[config.mk]
export PLATFORM = sky130hd
export DESIGN_NAME = open_file_lru_tracker_flat
export DESIGN_NICKNAME = d
export VERILOG_FILES = /design/src/hw/rtl/oflt_pkg.sv /design/src/hw/rtl/oflt_if.sv /design/src/hw/rtl/oflt_cell.sv /design/src/hw/rtl/open_file_lru_tracker.sv /design/src/flat_wrapper.sv
export SDC_FILE = /design/constraint.sdc
export NUM_CORES = 1
export LEC_CHECK = 0
export ABC_AREA = 1
export BUFFER_PORTS_ARGS = -buffer_cell sky130_fd_sc_hd__buf_4
export CORE_MARGIN = 2
export CORE_UTILIZATION = 35
export DETAILED_ROUTE_END_ITERATION = 16
export GPL_TIMING_DRIVEN = 0
export PLACE_DENSITY = 0.5
export SYNTH_ARGS = -nofsm -noshare
export SYNTH_HDL_FRONTEND = slang
export SYNTH_SLANG_ARGS = --single-unit
[constraint.sdc]
create_clock -name i_clk -period 7.1 [get_ports i_clk]
set_clock_uncertainty 0.2 [all_clocks]
set_input_delay 1.065 -clock i_clk [delete_from_list [all_inputs] [get_ports i_clk]]
set_output_delay 1.065 -clock i_clk [all_outputs]
set_load 0.1 [all_outputs]
[src/hw/rtl/oflt_pkg.sv]
// Package with shared constants, codes and types of the open-file LRU tracker.
`default_nettype none
package oflt_pkg;
    localparam int SlotsDef = 16;
    localparam int OwnerBitsDef = 8;
    localparam int MaxResults = 16;

    typedef enum logic [2:0] {
        ACT_REGISTER = 3'd0,
        ACT_UNREGISTER = 3'd1,
        ACT_USE = 3'd2,
        ACT_CLOSE = 3'd3,
        ACT_RELEASE_OWNER = 3'd4,
        ACT_FLUSH = 3'd5
    } t_action;

    localparam logic [2:0] KIND_DONE = 3'd0;
    localparam logic [2:0] KIND_ALLOC = 3'd1;
    localparam logic [2:0] KIND_RELEASE = 3'd2;
    localparam logic [2:0] KIND_FLUSH = 3'd3;
    localparam logic [2:0] KIND_ERROR = 3'd4;

    localparam logic [1:0] REG_MAX_OPEN = 2'd0;

    typedef enum logic [2:0] {
        ST_IDLE,
        ST_ALLOC,
        ST_SCAN,
        ST_EMIT,
        ST_PUSH,
        ST_FINISH
    } t_state;

    // Per-cell command broadcast by the controller to every cell.
    typedef struct packed {
        logic set_valid;
        logic clr_valid;
        logic set_dirty;
        logic clr_dirty;
        logic dequeue;
        logic push;
    } t_cell_cmd;
endpackage
`default_nettype wire

[src/hw/rtl/oflt_if.sv]
// Valid/ready channel interface used for the request and result streams.
`default_nettype none
interface oflt_if #(
    parameter int W = 8
);
    logic         valid;
    logic         ready;
    logic [W-1:0] data;
    modport source(output valid, output data, input ready);
    modport sink(input valid, input data, output ready);
endinterface
`default_nettype wire

[src/hw/rtl/oflt_cell.sv]
// One slot cell: valid, owner, dirty, queued and recency rank of one file slot.
`default_nettype none
module oflt_cell
    import oflt_pkg::*;
#(
    parameter int OWNER_BITS = OwnerBitsDef,
    parameter int RANK_BITS = 4
) (
    input  wire logic                  i_clk,
    input  wire logic                  i_rst_n,
    input  wire logic                  i_sel,
    input  wire t_cell_cmd             i_cmd,
    input  wire logic [OWNER_BITS-1:0] i_owner,
    // Rank of the entry leaving the queue, broadcast down the row.
    input  wire logic                  i_deq_any,
    input  wire logic [RANK_BITS-1:0]  i_deq_rank,
    input  wire logic                  i_push_any,
    output logic                       o_valid,
    output logic                       o_dirty,
    output logic                       o_queued,
    output logic                       o_owner_hit,
    output logic [RANK_BITS-1:0]       o_rank
);
    logic                  r_valid, r_dirty, r_queued;
    logic [OWNER_BITS-1:0] r_owner;
    logic [RANK_BITS-1:0]  r_rank;
    logic [RANK_BITS-1:0]  n_rank;
    logic                  n_queued;

    // Rank update: close the gap left by a dequeue, then shift for a push.
    always_comb begin
        n_queued = r_queued;
        n_rank = r_rank;
        if (i_deq_any && r_queued && r_rank > i_deq_rank) begin
            n_rank = r_rank - RANK_BITS'(1);
        end
        if (i_sel && i_cmd.dequeue) begin
            n_queued = 1'b0;
        end
        if (i_push_any && n_queued) begin
            n_rank = n_rank + RANK_BITS'(1);
        end
        if (i_sel && i_cmd.push) begin
            n_queued = 1'b1;
            n_rank = '0;
        end
    end

    always_ff @(posedge i_clk) begin
        if (!i_rst_n) begin
            r_valid <= 1'b0;
            r_dirty <= 1'b0;
            r_queued <= 1'b0;
        end else begin
            r_queued <= n_queued;
            if (i_sel && i_cmd.set_valid) begin
                r_valid <= 1'b1;
            end else if (i_sel && i_cmd.clr_valid) begin
                r_valid <= 1'b0;
            end
            if (i_sel && i_cmd.clr_dirty) begin
                r_dirty <= 1'b0;
            end else if (i_sel && i_cmd.set_dirty) begin
                r_dirty <= 1'b1;
            end
        end
    end

    always_ff @(posedge i_clk) begin
        r_rank <= n_rank;
        if (i_sel && i_cmd.set_valid) begin
            r_owner <= i_owner;
        end
    end

    assign o_valid = r_valid;
    assign o_dirty = r_dirty;
    assign o_queued = r_queued;
    assign o_rank = r_rank;
    assign o_owner_hit = r_valid && (r_owner == i_owner);
endmodule
`default_nettype wire

[src/hw/rtl/open_file_lru_tracker.sv]
// Top level of the open-file LRU tracker: controller, cell row and ports.
//
// One request is worked on at a time. After the accepting edge the request
// passes a decode state (ALLOC) and a row-update state (EMIT) in which its
// result is registered; register, unregister, close and unknown actions
// then return to idle for the next request, and use passes a push state
// to make the slot most-recent. Release_owner walks the row one slot a
// cycle and flush walks the queue one rank a cycle while the output is not
// stalled, each stopping early after its final result. A result that waits
// on a stalled output holds the controller for as long as the stall lasts.
// The max_open register is written at byte address 0 of the APB port.
`default_nettype none
module open_file_lru_tracker
    import oflt_pkg::*;
#(
    parameter int SLOTS = SlotsDef,
    parameter int OWNER_BITS = OwnerBitsDef
) (
    input  wire logic        i_clk,
    input  wire logic        i_rst_n,
    oflt_if.sink             i_req,
    oflt_if.source           o_res,
    input  wire logic        psel,
    input  wire logic        penable,
    input  wire logic        pwrite,
    input  wire logic [1:0]  paddr,
    input  wire logic [31:0] pwdata,
    output logic      [31:0] prdata,
    output logic             pready
);
    localparam int SB = $clog2(SLOTS);
    localparam int CB = $clog2(SLOTS + 1);

    // Request payload: action, slot, owner, to_flush.
    logic [2:0] req_action;
    logic [3:0] req_slot;
    logic [7:0] req_owner;
    logic       req_to_flush;
    assign req_action = i_req.data[15:13];
    assign req_slot = i_req.data[12:9];
    assign req_owner = i_req.data[8:1];
    assign req_to_flush = i_req.data[0];

    // Configuration register.
    logic [4:0] r_max_open;
    assign pready = 1'b1;
    assign prdata = (paddr == REG_MAX_OPEN) ? {27'd0, r_max_open} : 32'd0;
    always_ff @(posedge i_clk) begin
        if (!i_rst_n) begin
            r_max_open <= 5'd16;
        end else if (psel && penable && pwrite && paddr == REG_MAX_OPEN) begin
            r_max_open <= pwdata[4:0];
        end
    end

    // Held request.
    logic [2:0]            r_act;
    logic [3:0]            r_slot_in;
    logic [OWNER_BITS-1:0] r_owner;
    logic                  r_flush_in;
    logic                  r_ok;

    // Controller state.
    t_state r_state, n_state;
    logic [CB-1:0] r_cnt, n_cnt;     // scan position
    logic [4:0]    r_nres;           // results given for this request
    logic [CB-1:0] r_qcount;
    logic [2:0]    r_kind;
    logic [3:0]    r_rslot;
    logic          r_last;
    logic          r_out_valid;

    // Cell row.
    logic [SLOTS-1:0] c_valid, c_dirty, c_queued, c_hit, c_sel;
    logic [SB-1:0]    c_rank [SLOTS];
    t_cell_cmd        cmd;
    logic             deq_any, push_any;
    logic [SB-1:0]    deq_rank;

    for (genvar g = 0; g < SLOTS; g++) begin : g_cell
        oflt_cell #(.OWNER_BITS(OWNER_BITS), .RANK_BITS(SB)) u_cell (
            .i_clk(i_clk), .i_rst_n(i_rst_n), .i_sel(c_sel[g]), .i_cmd(cmd),
            .i_owner(r_owner), .i_deq_any(deq_any), .i_deq_rank(deq_rank),
            .i_push_any(push_any), .o_valid(c_valid[g]), .o_dirty(c_dirty[g]),
            .o_queued(c_queued[g]), .o_owner_hit(c_hit[g]), .o_rank(c_rank[g])
        );
    end

    // Lowest free slot.
    logic [SB-1:0] free_idx;
    logic          free_any;
    always_comb begin
        free_idx = '0;
        free_any = 1'b0;
        for (int i = SLOTS - 1; i >= 0; i--) begin
            if (!c_valid[i]) begin
                free_idx = SB'(i);
                free_any = 1'b1;
            end
        end
    end

    // Slot whose rank matches a target rank (one-hot over the row).
    logic [SB-1:0] tgt_rank, rank_idx;
    logic          rank_any;
    always_comb begin
        rank_idx = '0;
        rank_any = 1'b0;
        for (int i = 0; i < SLOTS; i++) begin
            if (c_queued[i] && c_rank[i] == tgt_rank) begin
                rank_idx = SB'(i);
                rank_any = 1'b1;
            end
        end
    end

    // Matches still ahead of the scan position, so the final result is known.
    logic [SLOTS-1:0] more_hit, more_dirty;
    always_comb begin
        for (int i = 0; i < SLOTS; i++) begin
            more_hit[i] = c_hit[i] && (i > int'(r_cnt));
            more_dirty[i] = c_queued[i] && c_dirty[i] && (c_rank[i] < tgt_rank);
        end
    end

    logic [4:0]    limit;
    logic          out_free;
    logic [SB-1:0] slot_idx;
    logic          use_ok;
    logic          evict_hit;
    assign limit = (r_max_open == 5'd0) ? 5'd1 : r_max_open;
    assign out_free = !r_out_valid || o_res.ready;
    assign slot_idx = SB'(r_slot_in);
    assign use_ok = (r_act == ACT_USE) && r_ok && c_valid[slot_idx];
    assign evict_hit = !c_queued[slot_idx] && (32'(r_qcount) >= 32'(limit))
        && (r_qcount != '0) && rank_any;

    logic          emit;
    logic [2:0]    e_kind;
    logic [SB-1:0] e_slot;
    logic          e_last;
    logic [SB-1:0] sel_idx;
    logic          sel_en;

    // Next-state logic.
    always_comb begin
        n_state = r_state;
        n_cnt = r_cnt;
        unique case (r_state)
            ST_IDLE: if (i_req.valid) n_state = ST_ALLOC;
            ST_ALLOC: begin
                if (r_act == ACT_RELEASE_OWNER) begin
                    n_state = ST_SCAN;
                    n_cnt = '0;
                end else if (r_act == ACT_FLUSH) begin
                    n_state = ST_SCAN;
                    n_cnt = r_qcount;
                end else begin
                    n_state = ST_EMIT;
                end
            end
            ST_SCAN: if (out_free) begin
                if (r_act == ACT_RELEASE_OWNER) begin
                    if ((emit && e_last) || r_cnt == CB'(SLOTS - 1)) n_state = ST_FINISH;
                    else n_cnt = r_cnt + CB'(1);
                end else begin
                    if (r_cnt <= CB'(1) || (emit && e_last)) n_state = ST_FINISH;
                    else n_cnt = r_cnt - CB'(1);
                end
            end
            ST_EMIT: if (out_free) n_state = use_ok ? ST_PUSH : ST_IDLE;
            ST_PUSH: n_state = ST_IDLE;
            ST_FINISH: if (r_nres != '0 || out_free) n_state = ST_IDLE;
            default: n_state = ST_IDLE;
        endcase
    end

    // Output logic: row commands and result generation.
    always_comb begin
        cmd = '0;
        sel_idx = slot_idx;
        sel_en = 1'b0;
        emit = 1'b0;
        e_kind = KIND_DONE;
        e_slot = '0;
        e_last = 1'b0;
        tgt_rank = SB'(r_qcount - CB'(1));
        unique case (r_state)
            ST_EMIT: if (out_free) begin
                emit = 1'b1;
                e_last = 1'b1;
                e_kind = KIND_ERROR;
                unique case (r_act)
                    ACT_REGISTER: if (free_any) begin
                        sel_idx = free_idx;
                        sel_en = 1'b1;
                        cmd.set_valid = 1'b1;
                        cmd.clr_dirty = 1'b1;
                        cmd.dequeue = 1'b1;
                        e_kind = KIND_ALLOC;
                        e_slot = free_idx;
                    end
                    ACT_UNREGISTER: if (r_ok && c_hit[slot_idx]) begin
                        sel_en = 1'b1;
                        cmd.clr_valid = 1'b1;
                        cmd.clr_dirty = 1'b1;
                        cmd.dequeue = 1'b1;
                        e_kind = KIND_DONE;
                    end
                    ACT_USE: if (use_ok) begin
                        // Leave the queue first; the push follows next cycle.
                        e_kind = KIND_DONE;
                        if (c_queued[slot_idx]) begin
                            sel_en = 1'b1;
                            cmd.dequeue = 1'b1;
                        end else if (evict_hit) begin
                            sel_idx = rank_idx;
                            sel_en = 1'b1;
                            cmd.dequeue = 1'b1;
                            e_kind = KIND_RELEASE;
                            e_slot = rank_idx;
                        end
                    end
                    ACT_CLOSE: begin
                        e_kind = KIND_DONE;
                        if (r_ok && c_queued[slot_idx]) begin
                            sel_en = 1'b1;
                            cmd.dequeue = 1'b1;
                        end
                    end
                    default: ;
                endcase
            end
            ST_PUSH: begin
                sel_en = 1'b1;
                cmd.push = 1'b1;
                cmd.set_dirty = r_flush_in;
            end
            ST_SCAN: begin
                tgt_rank = SB'(r_cnt - CB'(1));
                if (out_free) begin
                    if (r_act == ACT_RELEASE_OWNER) begin
                        sel_idx = SB'(r_cnt);
                        if (c_hit[sel_idx]) begin
                            emit = 1'b1;
                            e_kind = KIND_RELEASE;
                            e_slot = sel_idx;
                            sel_en = 1'b1;
                            cmd.dequeue = 1'b1;
                            e_last = !(|more_hit) || r_nres == 5'(MaxResults - 1);
                        end
                    end else if (r_cnt != '0 && rank_any && c_dirty[rank_idx]) begin
                        emit = 1'b1;
                        e_kind = KIND_FLUSH;
                        e_slot = rank_idx;
                        sel_idx = rank_idx;
                        sel_en = 1'b1;
                        cmd.clr_dirty = 1'b1;
                        e_last = !(|more_dirty) || r_nres == 5'(MaxResults - 1);
                    end
                end
            end
            ST_FINISH: begin
                // A scan with no results still answers done.
                if (r_nres == '0 && out_free) begin
                    emit = 1'b1;
                    e_last = 1'b1;
                end
            end
            default: ;
        endcase
    end

    // Row selection and the queue-wide rank updates.
    assign deq_any = sel_en && cmd.dequeue && c_queued[sel_idx];
    assign deq_rank = c_rank[sel_idx];
    assign push_any = sel_en && cmd.push;

    always_comb begin
        c_sel = '0;
        if (sel_en) c_sel[sel_idx] = 1'b1;
    end

    // Controller registers, queue count and result valid.
    always_ff @(posedge i_clk) begin
        if (!i_rst_n) begin
            r_state <= ST_IDLE;
            r_out_valid <= 1'b0;
            r_qcount <= '0;
            r_cnt <= '0;
            r_nres <= '0;
        end else begin
            r_state <= n_state;
            r_cnt <= n_cnt;
            r_qcount <= r_qcount - CB'(deq_any) + CB'(push_any);
            if (i_req.valid && i_req.ready) begin
                r_nres <= '0;
            end else if (emit) begin
                r_nres <= r_nres + 5'd1;
            end
            if (emit) begin
                r_out_valid <= 1'b1;
            end else if (o_res.ready) begin
                r_out_valid <= 1'b0;
            end
        end
    end

    // Held request and result payload.
    always_ff @(posedge i_clk) begin
        if (r_state == ST_IDLE) begin
            r_act <= req_action;
            r_slot_in <= req_slot;
            r_owner <= OWNER_BITS'(req_owner);
            r_flush_in <= req_to_flush;
            r_ok <= 32'(req_slot) < SLOTS;
        end
        if (emit) begin
            r_kind <= e_kind;
            r_rslot <= 4'(e_slot);
            r_last <= e_last;
        end
    end

    assign i_req.ready = (r_state == ST_IDLE);
    assign o_res.valid = r_out_valid;
    assign o_res.data = {r_kind, r_rslot, r_last};

`ifndef SYNTHESIS
    // The queue never holds more entries than there are slots.
    a_qcount: assert property (@(posedge i_clk) disable iff (!i_rst_n)
        r_qcount <= CB'(SLOTS)) else $error("queue count overflow");
    // A stalled result stays put until it is taken.
    a_hold: assert property (@(posedge i_clk) disable iff (!i_rst_n)
        (r_out_valid && !o_res.ready) |=> (r_out_valid && $stable(o_res.data)))
        else $error("result changed while stalled");
    // The queue count tracks the queued bits of the row.
    a_qsync: assert property (@(posedge i_clk) disable iff (!i_rst_n)
        r_state == ST_IDLE |-> r_qcount == CB'($countones(c_queued)))
        else $error("queue count out of step");
`endif
endmodule
`default_nettype wire

[src/flat_wrapper.sv]
// flat-port wrapper written by rule: the top's interface ports become plain ports
module open_file_lru_tracker_flat import oflt_pkg::*;
#(
    parameter int SLOTS = SlotsDef,
    parameter int OWNER_BITS = OwnerBitsDef
)
  (i_clk, i_rst_n, psel, penable, pwrite, paddr, pwdata, prdata, pready, i_req_valid, i_req_data, i_req_ready, o_res_valid, o_res_data, o_res_ready);
  oflt_if #(.W(16)) i_req_i ();
  oflt_if #(.W(8)) o_res_i ();
  input  wire logic i_clk;
  input  wire logic i_rst_n;
  input  wire logic psel;
  input  wire logic penable;
  input  wire logic pwrite;
  input  wire logic [1:0] paddr;
  input  wire logic [31:0] pwdata;
  output logic      [31:0] prdata;
  output logic pready;
  input wire logic [$bits(i_req_i.valid)-1:0] i_req_valid;
  input wire logic [$bits(i_req_i.data)-1:0] i_req_data;
  output wire logic [$bits(i_req_i.ready)-1:0] i_req_ready;
  output wire logic [$bits(o_res_i.valid)-1:0] o_res_valid;
  output wire logic [$bits(o_res_i.data)-1:0] o_res_data;
  input wire logic [$bits(o_res_i.ready)-1:0] o_res_ready;
  assign i_req_i.valid = i_req_valid;
  assign i_req_i.data = i_req_data;
  assign i_req_ready = i_req_i.ready;
  assign o_res_valid = o_res_i.valid;
  assign o_res_data = o_res_i.data;
  assign o_res_i.ready = o_res_ready;
  open_file_lru_tracker #(.SLOTS(SLOTS), .OWNER_BITS(OWNER_BITS)) u_core (.i_clk(i_clk), .i_rst_n(i_rst_n), .i_req(i_req_i), .o_res(o_res_i), .psel(psel), .penable(penable), .pwrite(pwrite), .paddr(paddr), .pwdata(pwdata), .prdata(prdata), .pready(pready));
endmodule
---- Word level (Yosys, flattened, before mapping) ----
Cells that the tools add are included.
word-level totals
  register bits after elaboration ......... 288
  latch bits .............................. 0
  memory bits (writable) .................. 0
  bits in read-only memories .............. 0
  output and inout bits ................... 43
  logic and storage cells ................. 806
  memories kept ........................... 0
operators by class
  $add $sub $neg .......................... 38
  multipliers ............................. 0
  div/mod/pow operators ................... 0
  order comparisons ....................... 55
  equality and inequality tests ........... 53
  shifts and indexed selects .............. 0
  multiplexer cells ....................... 269
  bitwise logic cells ..................... 2
  reductions and logical operators ........ 296
operator list
  kind                 number
  $mux 4               76
  $logic_and 1x1->1    239
  $mux 1               130
  $eq 8x8->1           16
  $sub 4x1->4 const B  17
  $add 4x1->4 const B  16
  $eq 4x4->1           16
  $gt 4x4->1           16
  $lt 4x4->1           16
  $mux 3               20
  $gt 4x5->1 const A   8
  $mux 5               8
  $reduce_bool 2->1    18
  $reduce_or 2->1      17
  $pmux 4 s2           4
  $bmux 1 s4           6
  $mux 2               11
  $gt 3x5->1 const A   4
  $lt 4x5->1 const B   4
  $bmux 4 s4           1
  $mux 16              1
  $reduce_or 16->1     1
  $pmux 3 s5           1
  $reduce_bool 5->1    3
  37 further kinds     64

---- Depth between registers and ports, before layout ----
  depth after elaboration ................. 36
  gate-level depth with buffers ........... 56
  mapped depth without buffers ............ 54

---- By module ----
Synthesis repeated with hierarchy kept, for this count alone.
second synthesis, totals
  cell total of the unflattened synthesis .. 2,671
  area total of the unflattened synthesis .. 21,047.7 um^2
modules (own cells, without submodules)
  module                 instances  cells each  area an instance (um^2)
  oflt_cell              16         95          867.1
  open_file_lru_tracker  1          1,151       7,174.4

---- Least setup slack after synthesis ----
OpenSTA, ideal clock, no wires.
  path type ............................... reg-to-reg
  start ................................... reg u_core.r_state[1]
  end ..................................... reg u_core.g_cell[1].u_cell.r_rank[2]
  setup time .............................. 0.115 ns
  arrival time ............................ 7.303 ns
  required time ........................... 6.785 ns
  setup slack ............................. -0.519 ns
  stages on the path, launching flop included .. 39
  clock period less this slack ............ 7.619 ns
  path through ............................ dfxtp_1 > inv_1 > nor2_1 > inv_2 > nor2_1 > inv_2 > clkbuf_1 > o21ai_0 > ha_1 > nand4_1 > nand2_1 > a21oi_1 > inv_1 > nand3_1 > nand3_1 > nand3_1 > nand3_4 > nand2_1 > (+3 left out) > nand2_2 > buf_6 > inv_1 > nand2_2 > buf_1 > o22ai_1 > o21ai_0 > o2111ai_1 > ha_1 > inv_1 > nor2_1 > o21ai_0 > a32oi_1 > and2_1 > nand3_1 > a21oi_2 > nand3_1 > and3_1
on the way
  word-level cells in the longest chain between the ends .. 36
  elaborated cells on any way between the ends .. 119
  classes of those cells .................. 1 x add/sub; 3 x order compare; 19 x eq/ne; 67 x mux; 1 x bitwise; 28 x reduce/logical
RTL lines
  item                                                             RTL line                      source
  start, declared                                                  open_file_lru_tracker.sv:64   t_state r_state, n_state;
  start signal, assigned                                           open_file_lru_tracker.sv:293  r_state <= n_state;
  parallel branches: the longest is 36 deep, another holds $mux 4  n/a
  end signal, assigned                                             oflt_cell.sv:70               r_rank <= n_rank;
  end, declared                                                    oflt_cell.sv:26               logic [RANK_BITS-1:0] r_rank;
Parallel ways; which one is timed is not known. The select of a mux whose other input is x is not followed.
A chain may end at the register's enable or synchronous reset.

---- Worst setup path after layout ----
  start ................................... reg u_core.r_cnt[0]
  end ..................................... reg u_core.g_cell[13].u_cell.r_rank[3]
on the way
  word-level cells in the longest chain between the ends .. 36
  elaborated cells on any way between the ends .. 122
  classes of those cells .................. 2 x add/sub; 3 x order compare; 16 x eq/ne; 71 x mux; 1 x bitwise; 29 x reduce/logical
RTL lines
  item                                                                  RTL line                      source
  start, declared                                                       open_file_lru_tracker.sv:65   logic [CB-1:0] r_cnt, n_cnt;
  start signal, assigned                                                open_file_lru_tracker.sv:294  r_cnt <= n_cnt;
  parallel branches: the longest is 36 deep, another holds $sub 5x1->5  n/a
  end signal, assigned                                                  oflt_cell.sv:70
  end, declared                                                         oflt_cell.sv:26
Parallel ways; which one is timed is not known. The select of a mux whose other input is x is not followed.

==> Implementation_results.wiki <==
{| class="wikitable"
! Metric !! Value
|-
| Final antenna diode count || 0
|-
| Critical Path Fanout Max || 10
|-
| Min Hold Slack || 299 ps
|-
| Combinational share of power || 59.1%
|-
| Synthesized area divided by synthesized cell count || 7.90 um2
|-
| Flop2flop setup slack || 30 ps
|-
| Cell area after layout || 24400 um2
|-
| Count of endpoints failing hold in the final timing report || 0
|-
| Post-placement worst setup slack || -3170 ps
|-
| Distinct cells, synth || 69
|-
| Startpoint kind of the worst setup timing path || register
|-
| Starting density of the core || 35.6%
|-
| CP required || 7390 ps
|-
| Core ar. || 55400 um2
|-
| Power density cells || 417 nW/um2
|-
| Outcome || finished, final reports clean
|-
| 1st-pass router iterations || 5
|-
| Die width || 241 um
|-
| Proportion of synthesized flip-flops having asynchronous set or reset || 0%
|-
| Placement Rows || 86
|-
| Top cell by count, worst path || sky130_fd_sc_hd__nand2_1
|-
| Total CTS buffers || 36
|-
| Cell type of the slowest stage on the worst timing path || sky130_fd_sc_hd__dfxtp_4
|-
| Final critical-path setup slack || 28.3 ps
|-
| Non-filler instance count after layout || 3478
|-
| Final Routed Wirelength || 72100 um
|-
| Via density || 5.42
|-
| Final GP Congestion || 0.955
|-
| Utilization after layout || 44.1%
|-
| Hold/Removal Path Class || reg2reg
|-
| Post-synthesis sequential element count || 288
|-
| Total negative slack for setup checks || 0 ps
|-
| Ratio of cells with drive above 1 in the final layout || 20.0%
|-
| Startpoint of the worst-slack reg-to-reg timing path || u_core.r_cnt[0]
|-
| Transition time at the pin with the least slew margin || 1290 ps
|-
| Die Y || 241 um
|-
| Nature of the critical path endpoint || register
|-
| YS warnings || 0
|-
| Number of port buffers || 44
|-
| Residual DRC || 0
|-
| Placed standard-cell area || 21100 um2
|-
| Post-DP HPWL || 52800 um
|-
| Total internal power || 5.46 mW
|-
| Die outline area || 58200 um2
|-
| Final critical delay including setup and external delays || 7070 ps
|-
| H-tree depth || 2
|-
| Avg WL per Cell || 20.7 um
|-
| Global-route total usage across every layer || 24.0%
|-
| Clock Path Buffers || 3
|-
| CTS tree || done
|-
| Final Net Count || 2927
|-
| Flop pwr share || 22.9%
|-
| Leading post-synthesis cells by cell area || sky130_fd_sc_hd__edfxtp_1 23%, sky130_fd_sc_hd__dfxtp_1 14%, sky130_fd_sc_hd__ha_1 11%, sky130_fd_sc_hd__nand2_1 7.8%, sky130_fd_sc_hd__a21oi_1 5.4%
|-
| Number of pins exceeding their max-slew limit in the final report || 0
|-
| I/O pins || 100
|-
| Post-Synthesis Cell Area || 19700 um2
|-
| Count of final setup violators || 0
|-
| Sw frac || 46.5%
|-
| Worst VDD drop || 0.000270 V
|-
| CTS sink cnt || 288
|-
| Cell type with the highest aggregate area in the netlist || sky130_fd_sc_hd__edfxtp_1
|-
| Power spent charging and discharging nets || 4.74 mW
|-
| Leakage power figure || 10.2 nW
|-
| Area growth from synthesis to layout || 24.0%
|-
| Antenna-violating nets left || 0
|-
| Kind of critical path || reg2reg
|-
| CP Data Arrival Time || 7370 ps
|-
| Post-Place Cells || 3314
|-
| Achievable clock frequency || 141 MHz
|-
| Start point of the critical path || u_core.r_cnt[0]
|-
| Post-synth top area share || 23.2%
|-
| First-pass GRT wire length || 106000 um
|-
| Pin count of the biggest net entering global routing || 21
|-
| Dominant synthesized flop cell || sky130_fd_sc_hd__edfxtp_1
|-
| Clock Tree Root || sky130_fd_sc_hd__clkbuf_16
|-
| Post-layout total power || 10.2 mW
|-
| Depth of the worst register-to-register path || 44
|-
| Critical path destination || u_core.g_cell[13].u_cell.o_rank[3]
|-
| Clock Power Share || 18.0%
|-
| Largest stage delay on the critical path || 400 ps
|-
| Vias || 18900
|-
| Register clock-pin slew on the reported worst setup and hold paths || 60 ps
|-
| Total gr overflow || 0
|-
| Relative slew margins || 13.4%
|-
| RSZ-0062 raised after global routing || yes
|-
| DRC marker count from the first detailed-route iteration || 1389
|-
| Max Cap Viol || 0
|-
| Gate Count Post-Synth || 2494
|-
| Clock latency reported for the late side of the worst-skew pair || 570 ps
|-
| Tcrit/Tclk final || 99.6%
|-
| Initial antenna violation count || 1
|-
| Launch point of the worst hold path || u_core.r_nres[4]
|-
| Fraction of the yosys area taken by sequential cells || 37.0%
|-
| Number of global-route vias before repair || 17700
|-
| Post-synth EDFFs || 152
|-
| Worst reg2reg endpoint || u_core.g_cell[13].u_cell.o_rank[3]
|}
-- cell usage after synthesis, drive strengths merged, types with 5 or more instances --
cell type	instances
o22ai	42
a31oi	9
a2111oi	10
o211ai	18
o2111ai	25
o21ai	186
nand2	450
o221a	9
o21a	7
nor3b	5
nor2	258
buf	59
o31ai	6
nor4	13
nand3	148
ha	167
clkbuf	31
xor2	50
xnor2	35
nand3b	8
dfxtp	136
edfxtp	152
or2	13
a221oi	7
nand4	44
a21oi	216
nor3	36
a211oi	12
inv	308
-- how the worst min path moves through the flow --
| stage | to | depth (start not counted) |
|---|---|---|
| 6_report | u_core.r_nres[4] | 2 |
| 5_1_grt | u_core.r_nres[3] | 2 |
| 4_1_cts | u_core.r_nres[4] | 2 |
| 3_5_place_dp | u_core.r_nres[4] | 2 |
| 3_3_place_gp | u_core.g_cell[14].u_cell.o_valid | 2 |
| 2_1_floorplan | u_core.g_cell[9].u_cell.o_dirty | 2 |
-- worst max-delay path: cells and delay by family, from the launching register on --
| family | cells | cell delay [ps] |
|---|---|---|
| AOI/OAI and AO/OA | 8 | 1410 |
| xor gates and xnor gates | 1 | 120 |
| adders and majority gates | 3 | 730 |
| buffers and inverters | 9 | 1420 |
| DFF | 1 | 400 |
| and+or+nand+nor | 23 | 2660 |
-- power by group through the flow --
stage | sequential (mW) | combinational, mW | clock (mW)
5_1_grt | 2.36 | 6.59 | 1.94
2_1_floorplan | 2.26 | 3.09 | 0
4_1_cts | 2.32 | 4.95 | 1.88
3_3_place_gp | 2.35 | 4.24 | 0
6_report | 2.34 | 6.03 | 1.83
3_5_place_dp | 2.35 | 4.46 | 0
-- layout by cell type, fill, tap and decap left out, drive strengths merged, types with 5 or more instances in the layout --
master and count:
nor3 36, clkbuf 90, a2111oi 10, conb 28
o22ai 42, dfxtp 136, nand3b 8, ha 167
xor2 50, a31oi 9, clkinv 9, nor2 258
o2111ai 25, o21a 7, buf 199, nor3b 5
nor4 13, nand3 148, o211ai 18, xnor2 35
a211oi 12, o221a 9, a221oi 7, o31ai 6
edfxtp 152, a21oi 216, nand4 44, or2 13
nand2 452, inv 306, o21ai 186
-- kinds of logic (layout without fill, tap and decap cells) --
logic type | count (synthesis) | in the layout | share of synthesized area, %
AND/OR/NAND/NOR | 982 | 984 | 23.0
XOR/XNOR | 85 | 85 | 3.78
AO/OA/AOI/OAI | 569 | 569 | 17.0
adder cells (fa/ha/maj) | 168 | 168 | 10.7
flip-flops | 288 | 288 | 37.0
buffers and inverters | 400 | 608 | 8.54
other | 2 | 28 | 0.0381
-- metal layers --
layer	track usage, %	up-vias	wire length (um)
li1	-	9008	-
met4	9.07	0	2960
met3	2.95	155	4090
met1	32.5	9055	32300
met5	0	-	0
met2	39.3	634	32700
-- cell type report --
cell class | instances | area, um2
buffer | 87 | 578
clock buffer | 57 | 1020
clock inverter | 9 | 129
fill | 5555 | 31000
inverter | 310 | 1190
multi-input combinational | 1834 | 11900
sequential | 288 | 7310
tap | 748 | 936
timing repair buffer | 145 | 1340
-- flip-flops by register name, summed over array words and instances, names as in the netlist, 4 cells and up --
signal and count:
u_core.g_cell.u_cell.o_valid 16, u_core.r_max_open 5, u_core.r_slot_in 4, u_core.g_cell.u_cell.o_queued 16, u_core.r_nres 5, u_core.r_cnt 5, u_core.r_qcount 5, u_core.g_cell.u_cell.o_rank 64
u_core.g_cell.u_cell.o_dirty 16, u_core.r_rslot 4, u_core.r_owner 8, u_core.g_cell.u_cell.r_owner 128
-- timing repair --
action,4_1_cts,5_1_grt
resized for setup,57,231
setup buffers,32,63
setup endpoints to repair,231,85
hold buffers,0,0
pin swaps,10,100
cloned,0,7
(Power assumes the default switching activity.)
